===== config.mk =====
export PLATFORM = sky130hd
export DESIGN_NAME = second_block_stream_filter_core
export DESIGN_NICKNAME = d
export VERILOG_FILES = /design/src/hdl/sbsf_pkg.sv /design/src/hdl/second_block_stream_filter_core.sv
export SDC_FILE = /design/constraint.sdc
export NUM_CORES = 1
export LEC_CHECK = 0
export BUFFER_PORTS_ARGS = -buffer_cell sky130_fd_sc_hd__buf_4
export CORE_MARGIN = 8
export CORE_UTILIZATION = 65
export CTS_CLUSTER_DIAMETER = 60
export DETAILED_ROUTE_END_ITERATION = 6
export PLACE_DENSITY = 0.88
export SYNTH_ARGS = -nofsm -noshare
export SYNTH_HDL_FRONTEND = slang
export SYNTH_SLANG_ARGS = --single-unit

===== constraint.sdc =====
create_clock -name clk -period 13.8 [get_ports clk]
set_input_delay 2.76 -clock clk [delete_from_list [all_inputs] [get_ports clk]]
set_output_delay 2.76 -clock clk [all_outputs]
set_load 0.01 [all_outputs]

===== src/hdl/sbsf_pkg.sv =====
// shared constants and codes for the second-block stream filter
package sbsf_pkg;

  // bytes held back at the head of every block
  localparam int HEADER_BYTES = 10;
  // offset of the bcd second within a block
  localparam int SECOND_INDEX = 9;
  // shortest legal block length
  localparam int MIN_LENGTH = 10;
  // largest legal bcd tens digit and units digit
  localparam int MAX_TENS = 5;
  localparam int MAX_UNITS = 9;
  // default depth of the result queue, a power of two above HEADER_BYTES
  localparam int QUEUE_DEPTH_DEFAULT = 16;

  localparam int MASK_W = 60;
  localparam int LEN_W = 32;

  // result kinds
  localparam logic KIND_DATA = 1'b0;
  localparam logic KIND_SUMMARY = 1'b1;

  // summary status codes
  localparam logic [1:0] STATUS_OK = 2'd0;
  localparam logic [1:0] STATUS_SHORT = 2'd1;
  localparam logic [1:0] STATUS_TRUNC = 2'd2;

endpackage


===== src/hdl/second_block_stream_filter_core.sv =====
// second-block stream filter: header hold-back, second selection and summary
//
//  channel  | handshake                   | payload
//  ---------+-----------------------------+-------------------------------------------
//  input    | in_valid / in_ready         | in_byte, end_of_file
//  output   | out_valid / out_ready       | out_kind, out_byte, selected_total, status,
//           |                             | last_of_run
//  config   | second_mask_we              | second_mask
//
// one input item is taken per cycle while in_ready is high; header bytes and body bytes of
// a kept block go straight into a small result queue, header bytes uncommitted until
// byte 9 decides the block, so a kept header drains at one item per cycle while out_ready
// holds and the following bytes keep arriving; items pass through the queue and the output
// register, and queue depth sets how far output stalls can be absorbed
// after an end_of_file item the input is held off until the summary has been loaded
// rst is synchronous and clears the queue pointers, the stream state but len_hi, and the mask to all ones
module second_block_stream_filter_core #(
  parameter int QUEUE_DEPTH = sbsf_pkg::QUEUE_DEPTH_DEFAULT
) (
  input  logic                           clk,
  input  logic                           rst,
  // configuration
  input  logic                           second_mask_we,
  input  logic [sbsf_pkg::MASK_W-1:0]    second_mask,
  // input channel
  input  logic                           in_valid,
  output logic                           in_ready,
  input  logic [7:0]                     in_byte,
  input  logic                           end_of_file,
  // output channel
  output logic                           out_valid,
  input  logic                           out_ready,
  output logic                           out_kind,
  output logic [7:0]                     out_byte,
  output logic [sbsf_pkg::LEN_W-1:0]     selected_total,
  output logic [1:0]                     status,
  output logic                           last_of_run
);

  localparam int PTR_W = $clog2(QUEUE_DEPTH);
  localparam int LEN_W = sbsf_pkg::LEN_W;

  // selection mask
  logic [sbsf_pkg::MASK_W-1:0] sec_mask;

  // stream state
  logic [LEN_W-1:0] pos, pos_next;
  logic [LEN_W-1:0] blen, blen_next;
  logic             keep, keep_next;
  logic [LEN_W-1:0] total, total_next;
  logic             ferr, ferr_next;
  logic [23:0]      len_hi, len_hi_next;

  // result queue: rd up to cm is committed, cm up to wr is a header still on hold
  logic [7:0] q_byte [QUEUE_DEPTH];
  logic       q_last [QUEUE_DEPTH];
  logic [PTR_W:0] rd, wr, wr_next, cm, cm_next;
  logic [PTR_W:0] used;
  logic           q_we;

  // pending summary
  logic             sum_pend;
  logic             sum_load;
  logic [LEN_W-1:0] sum_total, sum_total_next;
  logic [1:0]       sum_status, sum_status_next;

  logic in_fire;
  logic out_load;

  // per-item helpers
  logic [LEN_W-1:0] blen_cur;
  logic [LEN_W:0]   sum_wide;
  logic [LEN_W-1:0] total_sat;
  logic [3:0]       bcd_hi, bcd_lo;
  logic             bcd_ok;
  logic [6:0]       sec_num;
  logic [127:0]     mask_ext;
  logic             keep_hit;

  assign used     = wr - rd;
  assign in_ready = !sum_pend && (used != (PTR_W+1)'(QUEUE_DEPTH));
  assign in_fire  = in_valid && in_ready;
  assign out_load = !out_valid || out_ready;

  // bcd second decode and mask lookup
  assign bcd_hi   = in_byte[7:4];
  assign bcd_lo   = in_byte[3:0];
  assign bcd_ok   = (bcd_hi <= 4'(sbsf_pkg::MAX_TENS)) && (bcd_lo <= 4'(sbsf_pkg::MAX_UNITS));
  assign sec_num  = {bcd_hi, 3'b000} + {2'b00, bcd_hi, 1'b0} + {3'b000, bcd_lo};
  assign mask_ext = {{(128 - sbsf_pkg::MASK_W){1'b0}}, sec_mask};
  assign keep_hit = bcd_ok && mask_ext[sec_num];

  // saturating add of the current length to the running total
  assign sum_wide  = {1'b0, total} + {1'b0, blen};
  assign total_sat = sum_wide[LEN_W] ? {LEN_W{1'b1}} : sum_wide[LEN_W-1:0];

  // one input item: parse, queue and decide
  always_comb begin
    pos_next        = pos;
    blen_next       = blen;
    keep_next       = keep;
    total_next      = total;
    ferr_next       = ferr;
    len_hi_next     = len_hi;
    wr_next         = wr;
    cm_next         = cm;
    q_we            = 1'b0;
    sum_load        = 1'b0;
    sum_total_next  = sum_total;
    sum_status_next = sum_status;
    blen_cur        = blen;
    if (in_fire) begin
      if (!ferr) begin
        if (pos < LEN_W'(4)) begin
          len_hi_next = {len_hi[15:0], in_byte};
        end
        if (pos == LEN_W'(3)) begin
          blen_cur  = {len_hi, in_byte};
          blen_next = blen_cur;
          if (blen_cur < LEN_W'(sbsf_pkg::MIN_LENGTH)) begin
            ferr_next = 1'b1;
          end
        end
        if (!ferr_next) begin
          if (pos < LEN_W'(sbsf_pkg::HEADER_BYTES)) begin
            // header byte on hold
            q_we    = 1'b1;
            wr_next = wr + (PTR_W+1)'(1);
          end else if (keep) begin
            // body byte of a kept block goes out at once
            q_we    = 1'b1;
            wr_next = wr + (PTR_W+1)'(1);
            cm_next = wr + (PTR_W+1)'(1);
          end
          if (pos == LEN_W'(sbsf_pkg::SECOND_INDEX)) begin
            if (keep_hit) begin
              keep_next  = 1'b1;
              cm_next    = wr + (PTR_W+1)'(1);
              total_next = total_sat;
            end else begin
              keep_next = 1'b0;
              wr_next   = cm;
            end
          end
          if ((pos >= LEN_W'(3)) && (pos == blen_cur - LEN_W'(1))) begin
            pos_next  = '0;
            keep_next = 1'b0;
          end else begin
            pos_next = pos + LEN_W'(1);
          end
        end else begin
          // short length: held header bytes are thrown away
          wr_next = cm;
        end
      end
      if (end_of_file) begin
        sum_load       = 1'b1;
        sum_total_next = total_next;
        if (ferr_next) begin
          sum_status_next = sbsf_pkg::STATUS_SHORT;
        end else if (pos_next != '0) begin
          sum_status_next = sbsf_pkg::STATUS_TRUNC;
        end else begin
          sum_status_next = sbsf_pkg::STATUS_OK;
        end
        // anything still on hold is never released
        wr_next    = cm_next;
        pos_next   = '0;
        blen_next  = '0;
        keep_next  = 1'b0;
        total_next = '0;
        ferr_next  = 1'b0;
      end
    end
  end

  // queue storage, no reset; header bytes ahead of the second are released by a
  // later item, so they never close a run of results
  always_ff @(posedge clk) begin
    if (q_we) begin
      q_byte[wr[PTR_W-1:0]] <= in_byte;
      q_last[wr[PTR_W-1:0]] <= !end_of_file && (pos >= LEN_W'(sbsf_pkg::SECOND_INDEX));
    end
  end

  // summary payload
  always_ff @(posedge clk) begin
    if (sum_load) begin
      sum_total  <= sum_total_next;
      sum_status <= sum_status_next;
    end
  end

  // control and stream state
  always_ff @(posedge clk) begin
    if (rst) begin
      sec_mask  <= {sbsf_pkg::MASK_W{1'b1}};
      pos       <= '0;
      blen      <= '0;
      keep      <= 1'b0;
      total     <= '0;
      ferr      <= 1'b0;
      wr        <= '0;
      cm        <= '0;
      rd        <= '0;
      sum_pend  <= 1'b0;
      out_valid <= 1'b0;
    end else begin
      if (second_mask_we) begin
        sec_mask <= second_mask;
      end
      pos   <= pos_next;
      blen  <= blen_next;
      keep  <= keep_next;
      total <= total_next;
      ferr  <= ferr_next;
      wr    <= wr_next;
      cm    <= cm_next;
      if (out_load) begin
        if (rd != cm) begin
          out_valid <= 1'b1;
          rd        <= rd + (PTR_W+1)'(1);
        end else if (sum_pend) begin
          out_valid <= 1'b1;
          sum_pend  <= 1'b0;
        end else begin
          out_valid <= 1'b0;
        end
      end
      if (sum_load) begin
        sum_pend <= 1'b1;
      end
    end
  end

  // length bytes, no reset
  always_ff @(posedge clk) begin
    len_hi <= len_hi_next;
  end

  // output register payload
  always_ff @(posedge clk) begin
    if (out_load) begin
      if (rd != cm) begin
        out_kind       <= sbsf_pkg::KIND_DATA;
        out_byte       <= q_byte[rd[PTR_W-1:0]];
        selected_total <= '0;
        status         <= sbsf_pkg::STATUS_OK;
        last_of_run    <= q_last[rd[PTR_W-1:0]];
      end else begin
        out_kind       <= sbsf_pkg::KIND_SUMMARY;
        out_byte       <= '0;
        selected_total <= sum_total;
        status         <= sum_status;
        last_of_run    <= 1'b1;
      end
    end
  end

endmodule

After elaboration in Yosys (flattened, before gate mapping)
Memories as Yosys holds them, arrays and structs flattened. A register that Yosys moved wholly into a read port is not among the register bits.
Index checks and enable logic that the tools add are counted.

storage, ports and cells
  output and inout port bits = 46
  memories = 2
  memory bits (read-only) = 0
  input port bits = 74
  bits in registers = 268
  latch bits = 0
  logic and storage cells = 124
  bits in writable memories = 144

memory list
  memory  words  width  rd ports  clocked after Yosys merged registers in  write ports  line                                   text
  q_byte  16     8      1         1                                        1            second_block_stream_filter_core.sv:55  logic [7:0] q_byte [QUEUE_DEPTH];
  q_last  16     1      1         1                                        1            second_block_stream_filter_core.sv:56  logic q_last [QUEUE_DEPTH];

operators by class
  reductions and logical operators = 21
  multiplexer cells = 59
  div/mod/pow operators = 0
  $add $sub $neg = 8
  equal/unequal tests = 8
  shift operators = 0
  $mul = 0
  bitwise gates (word level) = 1
  $lt $le $gt $ge = 8

operator list
  operator                                                                              number
  32-bit two-way mux                                                                    15
  5-bit two-way mux                                                                     13
  32-bit by 4-bit less-than comparator with 1-bit output, second input constant         2
  32-bit by 32-bit adder with 33-bit output                                             1
  32-bit by 1-bit adder with 32-bit output, second input constant                       1
  32-bit by 2-bit equality test with 1-bit output, second input constant                1
  32-bit equality test                                                                  1
  32-bit by 4-bit equality test with 1-bit output, second input constant                1
  32-bit by 2-bit greater-or-equal comparator with 1-bit output, second input constant  1
  32-bit by 4-bit greater-or-equal comparator with 1-bit output, second input constant  1
  32-bit by 3-bit less-than comparator with 1-bit output, second input constant         1
  32-bit nonzero test                                                                   1
  32-bit by 1-bit subtractor with 32-bit output, second input constant                  1
  1-bit two-way mux                                                                     29
  5-bit by 1-bit adder with 5-bit output, second input constant                         2
  7-bit by 8-bit less-than comparator with 1-bit output, second input constant          1
  7-bit by 4-bit adder with 7-bit output                                                1
  7-bit by 5-bit adder with 7-bit output                                                1
  1-bit binary-select mux with 7-bit select                                             1
  1-bit logical AND                                                                     6
  2-bit inequality test, second input constant                                          3
  2-bit AND reduction                                                                   3
  3-bit AND reduction                                                                   2
  1-bit logical NOT                                                                     5
  other kinds (11)                                                                      11

Longest topological paths before layout
Gate-level depths: netlist of run 1.

  word-level depth = 14
  gate-level depth with buffers = 24
  depth with buffers taken out = 16

Worst setup path after synthesis of run 1
No wires, ideal clock.

  kind = input to register
  start point = input port in_byte[3]
  end point = register sum_total[20], data pin
  data required time = 13,546 ps
  data arrival time = 6,472 ps
  library setup time = 254 ps
  path slack = 7,073 ps
  stages = 13
  path through = fa_1 > inv_1 > fa_1 > xor2_1 > mux4_2 > mux2i_1 > a21oi_1 > nand4_1 > or3_1 > a2111oi_1 > clkbuf_1 > nand2_1 > o21a_1

on the way
  cells in the longest elaborated chain, start to end = 8
  elaborated cells on any way between the ends = 15
  those cells by class = 1 x add/sub; 2 x order compare; 10 x mux; 2 x reduce/logical

RTL lines
  element                                    line                                    text
  start: declaration                         second_block_stream_filter_core.sv:28   input logic [7:0] in_byte,
  7-bit by 4-bit adder with 7-bit output     second_block_stream_filter_core.sv:89   assign sec_num = {bcd_hi, 3'b000} + {2'b00, bcd_hi, 1'b0} + {3'b000, bcd_lo};
  1-bit binary-select mux with 7-bit select  second_block_stream_filter_core.sv:91   assign keep_hit = bcd_ok && mask_ext[sec_num];
  1-bit two-way mux (implied by the code)    second_block_stream_filter_core.sv:91
  1-bit logical AND                          second_block_stream_filter_core.sv:91
  32-bit two-way mux                         second_block_stream_filter_core.sv:136  if (keep_hit) begin
  32-bit two-way mux                         second_block_stream_filter_core.sv:135  if (pos == LEN_W'(sbsf_pkg::SECOND_INDEX)) begin
  32-bit two-way mux (*)                     second_block_stream_filter_core.sv:124  if (!ferr_next) begin
  32-bit two-way mux (*)                     second_block_stream_filter_core.sv:113  if (!ferr) begin
  end signal: assignment                     second_block_stream_filter_core.sv:189  sum_total <= sum_total_next;
  end: declaration                           second_block_stream_filter_core.sv:64   logic [LEN_W-1:0] sum_total, sum_total_next;

Mark *: on every way between the ends. The rest lies on a longest branch, timed or not. The select of a mux whose other input is x is not followed.
A chain may end at the register's enable or synchronous reset.

Final worst setup path of run 1
  start point = input port in_byte[3]
  end point = register total[17]

on the way
  cells in the longest elaborated chain, start to end = 9
  elaborated cells on any way between the ends = 16
  those cells by class = 1 x add/sub; 2 x order compare; 11 x mux; 2 x reduce/logical

RTL lines
  element                                    line                                    text
  7-bit by 4-bit adder with 7-bit output     second_block_stream_filter_core.sv:89
  1-bit binary-select mux with 7-bit select  second_block_stream_filter_core.sv:91
  1-bit two-way mux (implied by the code)    second_block_stream_filter_core.sv:91
  1-bit logical AND                          second_block_stream_filter_core.sv:91
  32-bit two-way mux                         second_block_stream_filter_core.sv:136
  32-bit two-way mux                         second_block_stream_filter_core.sv:135
  32-bit two-way mux (*)                     second_block_stream_filter_core.sv:124
  32-bit two-way mux (*)                     second_block_stream_filter_core.sv:113
  32-bit two-way mux (*)                     second_block_stream_filter_core.sv:156  if (end_of_file) begin
  end signal: assignment                     second_block_stream_filter_core.sv:215  total <= total_next;
  end: declaration                           second_block_stream_filter_core.sv:50   logic [LEN_W-1:0] total, total_next;

Marked as above.

==> results of run 1 <==
## where the power goes
group	internal (mW)	switching (mW)	total, mW
clock network	0.688	0.510	1.20
logic	0.162	0.201	0.363
registers	1.41	0.0394	1.45
## cell type report
class,instances,share of cell area
clock buffer,64,0.0532
tap,442,0.0232
timing repair buffer,141,0.0444
clock inverter,18,0.00866
inverter,42,0.00662
multi-input combinational,1319,0.407
sequential,421,0.457
## routing by layer
| metal | vias up | track usage | wire length [µm] |
|---|---|---|---|
| li1 | 7212 | - | - |
| met2 | 1119 | 0.447 | 25500 |
| met5 | - | 0 | 0 |
| met3 | 230 | 0.0629 | 6480 |
| met4 | 0 | 0.131 | 2720 |
| met1 | 7805 | 0.376 | 21400 |
## metrics by stage
step / utilization / worst slack, ns / std cells / instance area, µm² / hold slack (ns)
2_1_floorplan: - / 7.07 / 1898 / 21200 / 0.436
3_3_place_gp: 0.692 / 6.79 / 2365 / 22400 / 0.448
3_5_place_dp: 0.692 / 6.62 / 2365 / 22400 / 0.458
4_1_cts: 0.738 / 7.17 / 2447 / 23800 / 0.473
5_1_grt: 0.738 / 6.79 / 2447 / 23800 / 0.491
6_report: 0.738 / 7.09 / 2447 / 23800 / 0.465
## flip-flops by register name, indices dropped and copies added, names as in the netlist, 2 cells and up
name            flops
total              32
status              2
blen               32
q_last             16
len_hi             24
q_byte            128
wr                  5
cm                  5
rd                  5
selected_total     32
sec_mask           60
sum_total          32
sum_status          2
out_byte            8
pos                32
## cells by family (layout without fill, tap and decap cells)
group | after synthesis | in the layout | share of synthesized area
compound gates | 344 | 344 | 0.112
buf+inv | 158 | 265 | 0.0304
flops | 421 | 421 | 0.515
xor+xnor | 97 | 97 | 0.0401
simple gates | 640 | 640 | 0.145
mux | 183 | 183 | 0.124
fa+ha+maj | 55 | 55 | 0.0336
## layout by cell type, fill, tap and decap left out, types with 16 or more instances in the layout
master,Yosys,layout
nand4_1,22,22
a22oi_1,42,42
o21ai_0,54,54
nor2b_1,21,21
clkbuf_16,0,46
inv_1,40,39
nand2_1,129,128
xnor2_1,66,66
nor3_1,49,42
mux4_2,63,63
dfxtp_1,175,174
a21oi_1,76,76
a31oi_1,22,22
mux2i_1,113,113
nor2_1,222,220
xor2_1,31,31
ha_1,52,52
and2_1,43,43
buf_4,1,141
edfxtp_1,246,246
nand2b_1,16,16
nor4_1,24,23
nand3_1,50,50
or3_1,18,18
## worst register-to-register path, delay by kind of cell, from the launching register on
family / cells / cell delay [ns]
simple gates: 8 / 3.92
compound gates: 3 / 0.99
mux: 1 / 0.42
flops: 1 / 0.41
fa+ha+maj: 1 / 0.34
## worst max path at each step
| stage | to | slack [ns] |
|---|---|---|
| after floorplan | sum_total[20] | 7.07 |
| after global placement | pos[2] | 6.79 |
| after detailed placement | pos[6] | 6.62 |
| after CTS | pos[29] | 7.17 |
| after global routing | total[17] | 6.79 |
| final | total[17] | 7.09 |
==> key figures, run 1 <==
Worst setup path
  • Slowest stage cell, crit path: a2111o_1
  • Reg-to-Reg Start: pos[15]
  • Reg2reg path depth: 13
  • Critical-path cell list: buf_4 -> fa_1 -> inv_1 -> fa_1 -> xor2_1 -> mux4_2 -> mux2i_1 -> a21oi_1 -> nand4_1 -> or3_1 -> a2111o_1 -> nor2_1 -> or4_1 -> a21oi_1
  • Cell count along the critical path: 14
  • Worst EP required: 14.28 ns
  • CP peak stage delay: 0.62 ns
  • Arr. time, crit path: 7.19 ns
  • CP Class: in -> reg
  • Worst R2R End: pos[6]
  • Critical Path Sink Type: flip-flop
  • Crit path max-delay family: simple AND/OR/NAND/NOR gates
  • R2R setup slack: 7.62 ns
  • CP bufs+invs: 2
  • Worst Setup SP: in_byte[3]
  • CP Launch Type: input port
  • Worst Path Max Fanout: 23

Finish
  • Ant. Diodes: 0
  • Share of cells above drive strength 1: 0.159
  • Multi-input logic area: 9690 µm²
  • Final nets: 2098
  • Fill count: 2063
  • Reg area: 10900 µm²
  • Synthesis-to-layout area growth: 12.6%

Drt
  • Vias: 16400
  • DR WL/cell: 22.9 µm
  • Routed WL: 56100 µm
  • Vias per inst: 6.69
  • DRT iter0 DRCs: 2449
  • # DRC: 1
  • Detail Route Antenna Nets: 0
  • Total iterations of the first detailed-routing run: 7

Clock network
  • # Post-CTS Setup Buffers: 0
  • Cts hold-fix bufs: 0
  • Worst-skew pair later-pin latency: 0.57 ns
  • CTS Buf Count: 44
  • CTS H-tree depth: 2
  • Clk slew on worst S/H paths: 0.06 ns
  • Clk buf depth: 3
  • Clk root buf: clkbuf_16
  • CTS tree: yes
  • Post-CTS Resized: 0
  • # clock sinks: 421

Global routing
  • Total track usage: 0.285
  • GR Overflow Total: 0
  • Initial antenna violation count: 1
  • Vias in the first global route: 16100
  • First-pass GRT wire length: 88000 µm
  • Pin count of the biggest net entering global routing: 70

Yosys
  • EDFF count, synth: 246
  • Ys Warns: 0
  • Synth Flop Type: edfxtp_1
  • Most frequent cell after synthesis: edfxtp_1
  • Area contributors post-synth: edfxtp_1 (35%), dfxtp_1 (17%), mux4_2 (6.7%)
  • Post-Syn Nets: 2027
  • Yosys top cell by area: edfxtp_1
  • Synthesized cell area: 21200 µm²
  • Syn Inst Count: 1898
  • Sequential area share after synthesis: 0.515
  • Mean post-synth cell area: 11.1 µm²
  • Top cells by count, synth: edfxtp_1 (246), nor2_1 (222), dfxtp_1 (175), nand2_1 (129), mux2i_1 (113)
  • FFs w/ async S/R, synth: 0
  • Cell variety after synth: 76
  • Share of the synthesized area in the top cell type: 0.349
  • Seq cells post-synth: 421

Outcome
  • Failing checks: design-rule violations
  • Outcome: complete, but fails checks

Worst hold path
  • Min-Delay Path Class: reg -> reg
  • Hold path depth: 2
  • Hold path endpoint: sec_mask[15]
  • Start point of the worst hold path: sec_mask[15]

Timing
  • Clock Skews: 0.0255 ns
  • Final hold vios: 0
  • Worst-Margin Slew: 1.37 ns
  • Final setup vio count: 0
  • Period utilization: 0.486
  • Worst relative slew slack: 0.0813
  • Tmin final: 6.71 ns
  • Final Max Tran Viols: 0
  • Max Fclk: 149 MHz
  • RSZ-0062 raised after global routing: no
  • Setup TNS: 0 ns

Die
  • I/O pins: 120
  • FP Rows: 66
  • Die width: 196 µm
  • Effective utilization at floorplan: 0.655
  • Die area: 38600 µm²
  • Core Footprint: 32300 µm²
  • Die Y: 196 µm

Place
  • Detailed Place HPWL: 37300 µm
  • # port buffers: 119
  • RePlAce Congestion: 0.947

Power
  • PD cells: 126 nW/µm²
  • VDD IR max: 88.7 µV
  • Leak: 8.99 nW
  • Pwr Total: 3.01 mW

Run
  • Max Cap Viol: 0
Note: power is estimated with default switching activity, not from simulation.
==> run 2: changes to the inputs <==
Settings changed: CORE_UTILIZATION 65 to 62, PLACE_DENSITY 0.88 to 0.85.
Clock period 13.8 ns to 6.4 ns, I/O delays scaled along.
==> run 2 against run 1 <==
  * Clock-buffer cell count shrank 6
  * Sequential cell count did not move
  * Sequential share of layout area fell by 0.062 points
  * Die area is 4.4% higher
  * Global-route usage shrank 1.2 points
  * Via count decreased by 1.0%
  * The run still ends with design-rule violations left
  * Combinational power is 110% higher
  * Sequential power up 120%
  * Worst setup slack got worse by 6.6 ns
==> key figures, run 2 (synthesis results as in run 1) <==
Outcome
  • Outcome: complete, but fails checks
  • Failing checks: design-rule violations

Clock network
  • Post-CTS Resized: 0
  • # Post-CTS Setup Buffers: 0
  • Clk buf depth: 3
  • Worst-skew pair later-pin latency: 0.57 ns
  • Cts hold-fix bufs: 0
  • CTS H-tree depth: 2
  • CTS Buf Count: 43
  • Clk root buf: clkbuf_16
  • CTS tree: yes
  • Clk slew on worst S/H paths: 0.06 ns
  • # clock sinks: 421

Finish
  • Largest register FFs: 128
  • Commonest non-fill, non-tap cell in the layout: edfxtp_1
  • Most frequent cells in the layout: edfxtp_1 (246), nor2_1 (220), dfxtp_1 (174)
  • Share of cells above drive strength 1: 0.161
  • Fill count: 2246
  • Final nets: 2109
  • Synthesis-to-layout area growth: 12.8%
  • Ant. Diodes: 0

Worst setup path
  • Slowest stage cell, crit path: or4_1
  • Critical Path Sink Type: flip-flop
  • Worst Path Max Fanout: 40
  • Reg2reg path depth: 15
  • Crit-path most repeated cell: or4_1
  • CP peak stage delay: 0.74 ns
  • Worst EP required: 6.85 ns
  • CP Launch Type: flip-flop
  • Critical-path cell list: or3_1 -> or4_1 -> nor3_4 -> buf_4 -> mux2i_1 -> ha_1 -> o311a_1 -> a41oi_1 -> or4_4 -> or4_1 -> a221oi_2 -> nand4_1 -> or3_4 -> and2_1 -> a22o_1
  • Arr. time, crit path: 6.32 ns
  • CP Class: reg -> reg

Timing
  • Max Fclk: 170 MHz
  • Period utilization: 0.917
  • Final Max Tran Viols: 0
  • Hold slack: 0.471 ns
  • Final setup vio count: 0
  • Setup TNS: 0 ns
  • Worst-Margin Slew: 1.35 ns
  • Final hold vios: 0
  • RSZ-0062 raised after global routing: no
  • Clock Skews: 0.0164 ns
  • Worst relative slew slack: 0.100
  • Tmin final: 5.87 ns

Drt
  • DRT iter0 DRCs: 1919
  • DR WL/cell: 22.9 µm
  • Detail Route Antenna Nets: 0
  • Vias per inst: 6.58
  • Total iterations of the first detailed-routing run: 7
  • # DRC: 1
  • Routed WL: 56500 µm
  • Vias: 16200

Worst hold path
  • Min-Delay Path Class: reg -> reg
  • Hold path depth: 2

Global routing
  • First-pass GRT wire length: 88600 µm
  • Vias in the first global route: 15700
  • Total track usage: 0.273
  • GR Overflow Total: 0
  • Initial antenna violation count: 2
  • Pin count of the biggest net entering global routing: 77

Die
  • Die area: 40300 µm²
  • Die width: 201 µm
  • I/O pins: 120
  • Core Footprint: 33600 µm²
  • Effective utilization at floorplan: 0.629
  • Die Y: 201 µm
  • FP Rows: 67

Power
  • PD cells: 270 nW/µm²
  • Leak: 9.02 nW
  • VDD IR max: 301 µV

Place
  • # port buffers: 119
  • Detailed Place HPWL: 37400 µm
  • RePlAce Congestion: 0.946

Run
  • Max Cap Viol: 0
## run 2: cell types whose count changed in the layout (fill, tap and decap cells not counted), moves of 2 or more
cell and delta:
clkinv_4 +2, clkbuf_8 -2, buf_4 +12, nor3_1 +4
nor3_2 -4, bufinv_16 +2, clkbuf_16 -3
## run 2: area by class of cell
class | instances | area [µm²] | area share
clock buffers | 58 | 1160 | 0.0487
clock inverters | 22 | 277 | 0.0116
inverters | 42 | 158 | 0.00661
multi-input cells | 1319 | 9670 | 0.405
flip-flops and latches | 421 | 10900 | 0.456
well taps | 448 | 561 | 0.0235
repair buffers | 153 | 1150 | 0.0481
## run 2: report_power, final
part	switching [mW]	leakage, nW	internal (mW)	total [mW]
logic	0.429	4.55	0.350	0.779
registers	0.0875	3.77	3.03	3.12
clock network	1.08	0.697	1.46	2.54
total	1.60	9.02	4.85	6.44
## run 2: final timing paths
path | start | to | slack (ns)
setup reg to reg | pos[15] | pos[2] | 0.53
hold reg to reg | sec_mask[30] | sec_mask[30] | 0.47
setup / recovery | pos[15] | pos[2] | 0.53
hold / removal | sec_mask[30] | sec_mask[30] | 0.47
## run 2: metrics by stage
stage | total power, mW | utilization | std cells | cell area (µm²) | setup slack (ns)
global placement | 3.91 | 0.667 | 2383 | 22400 | 0.769
global route | 6.64 | 0.710 | 2463 | 23900 | 0.251
CTS | 6.46 | 0.710 | 2463 | 23900 | 0.591
detailed placement | 3.94 | 0.667 | 2383 | 22400 | 0.633
floorplan | 3.62 | - | 1898 | 21200 | 0.658
finish | 6.44 | 0.710 | 2463 | 23900 | 0.530
## run 2: layer usage
layer / vias up / part of all wire / global-route usage
met2: 1066 / 0.46 / 0.434
met4: 2 / 0.041 / 0.104
li1: 7211 / - / -
met1: 7700 / 0.39 / 0.358
met5: - / 0.00023 / 0
met3: 222 / 0.11 / 0.0692
## run 2: worst max-delay path: cells and delay by family (launching register included)
| family | cells | cell delay, ns |
|---|---|---|
| compound gates | 4 | 0.79 |
| simple gates | 8 | 3.73 |
| fa+ha+maj | 1 | 0.32 |
| buf+inv | 1 | 0.22 |
| flops | 1 | 0.39 |
| mux | 1 | 0.29 |
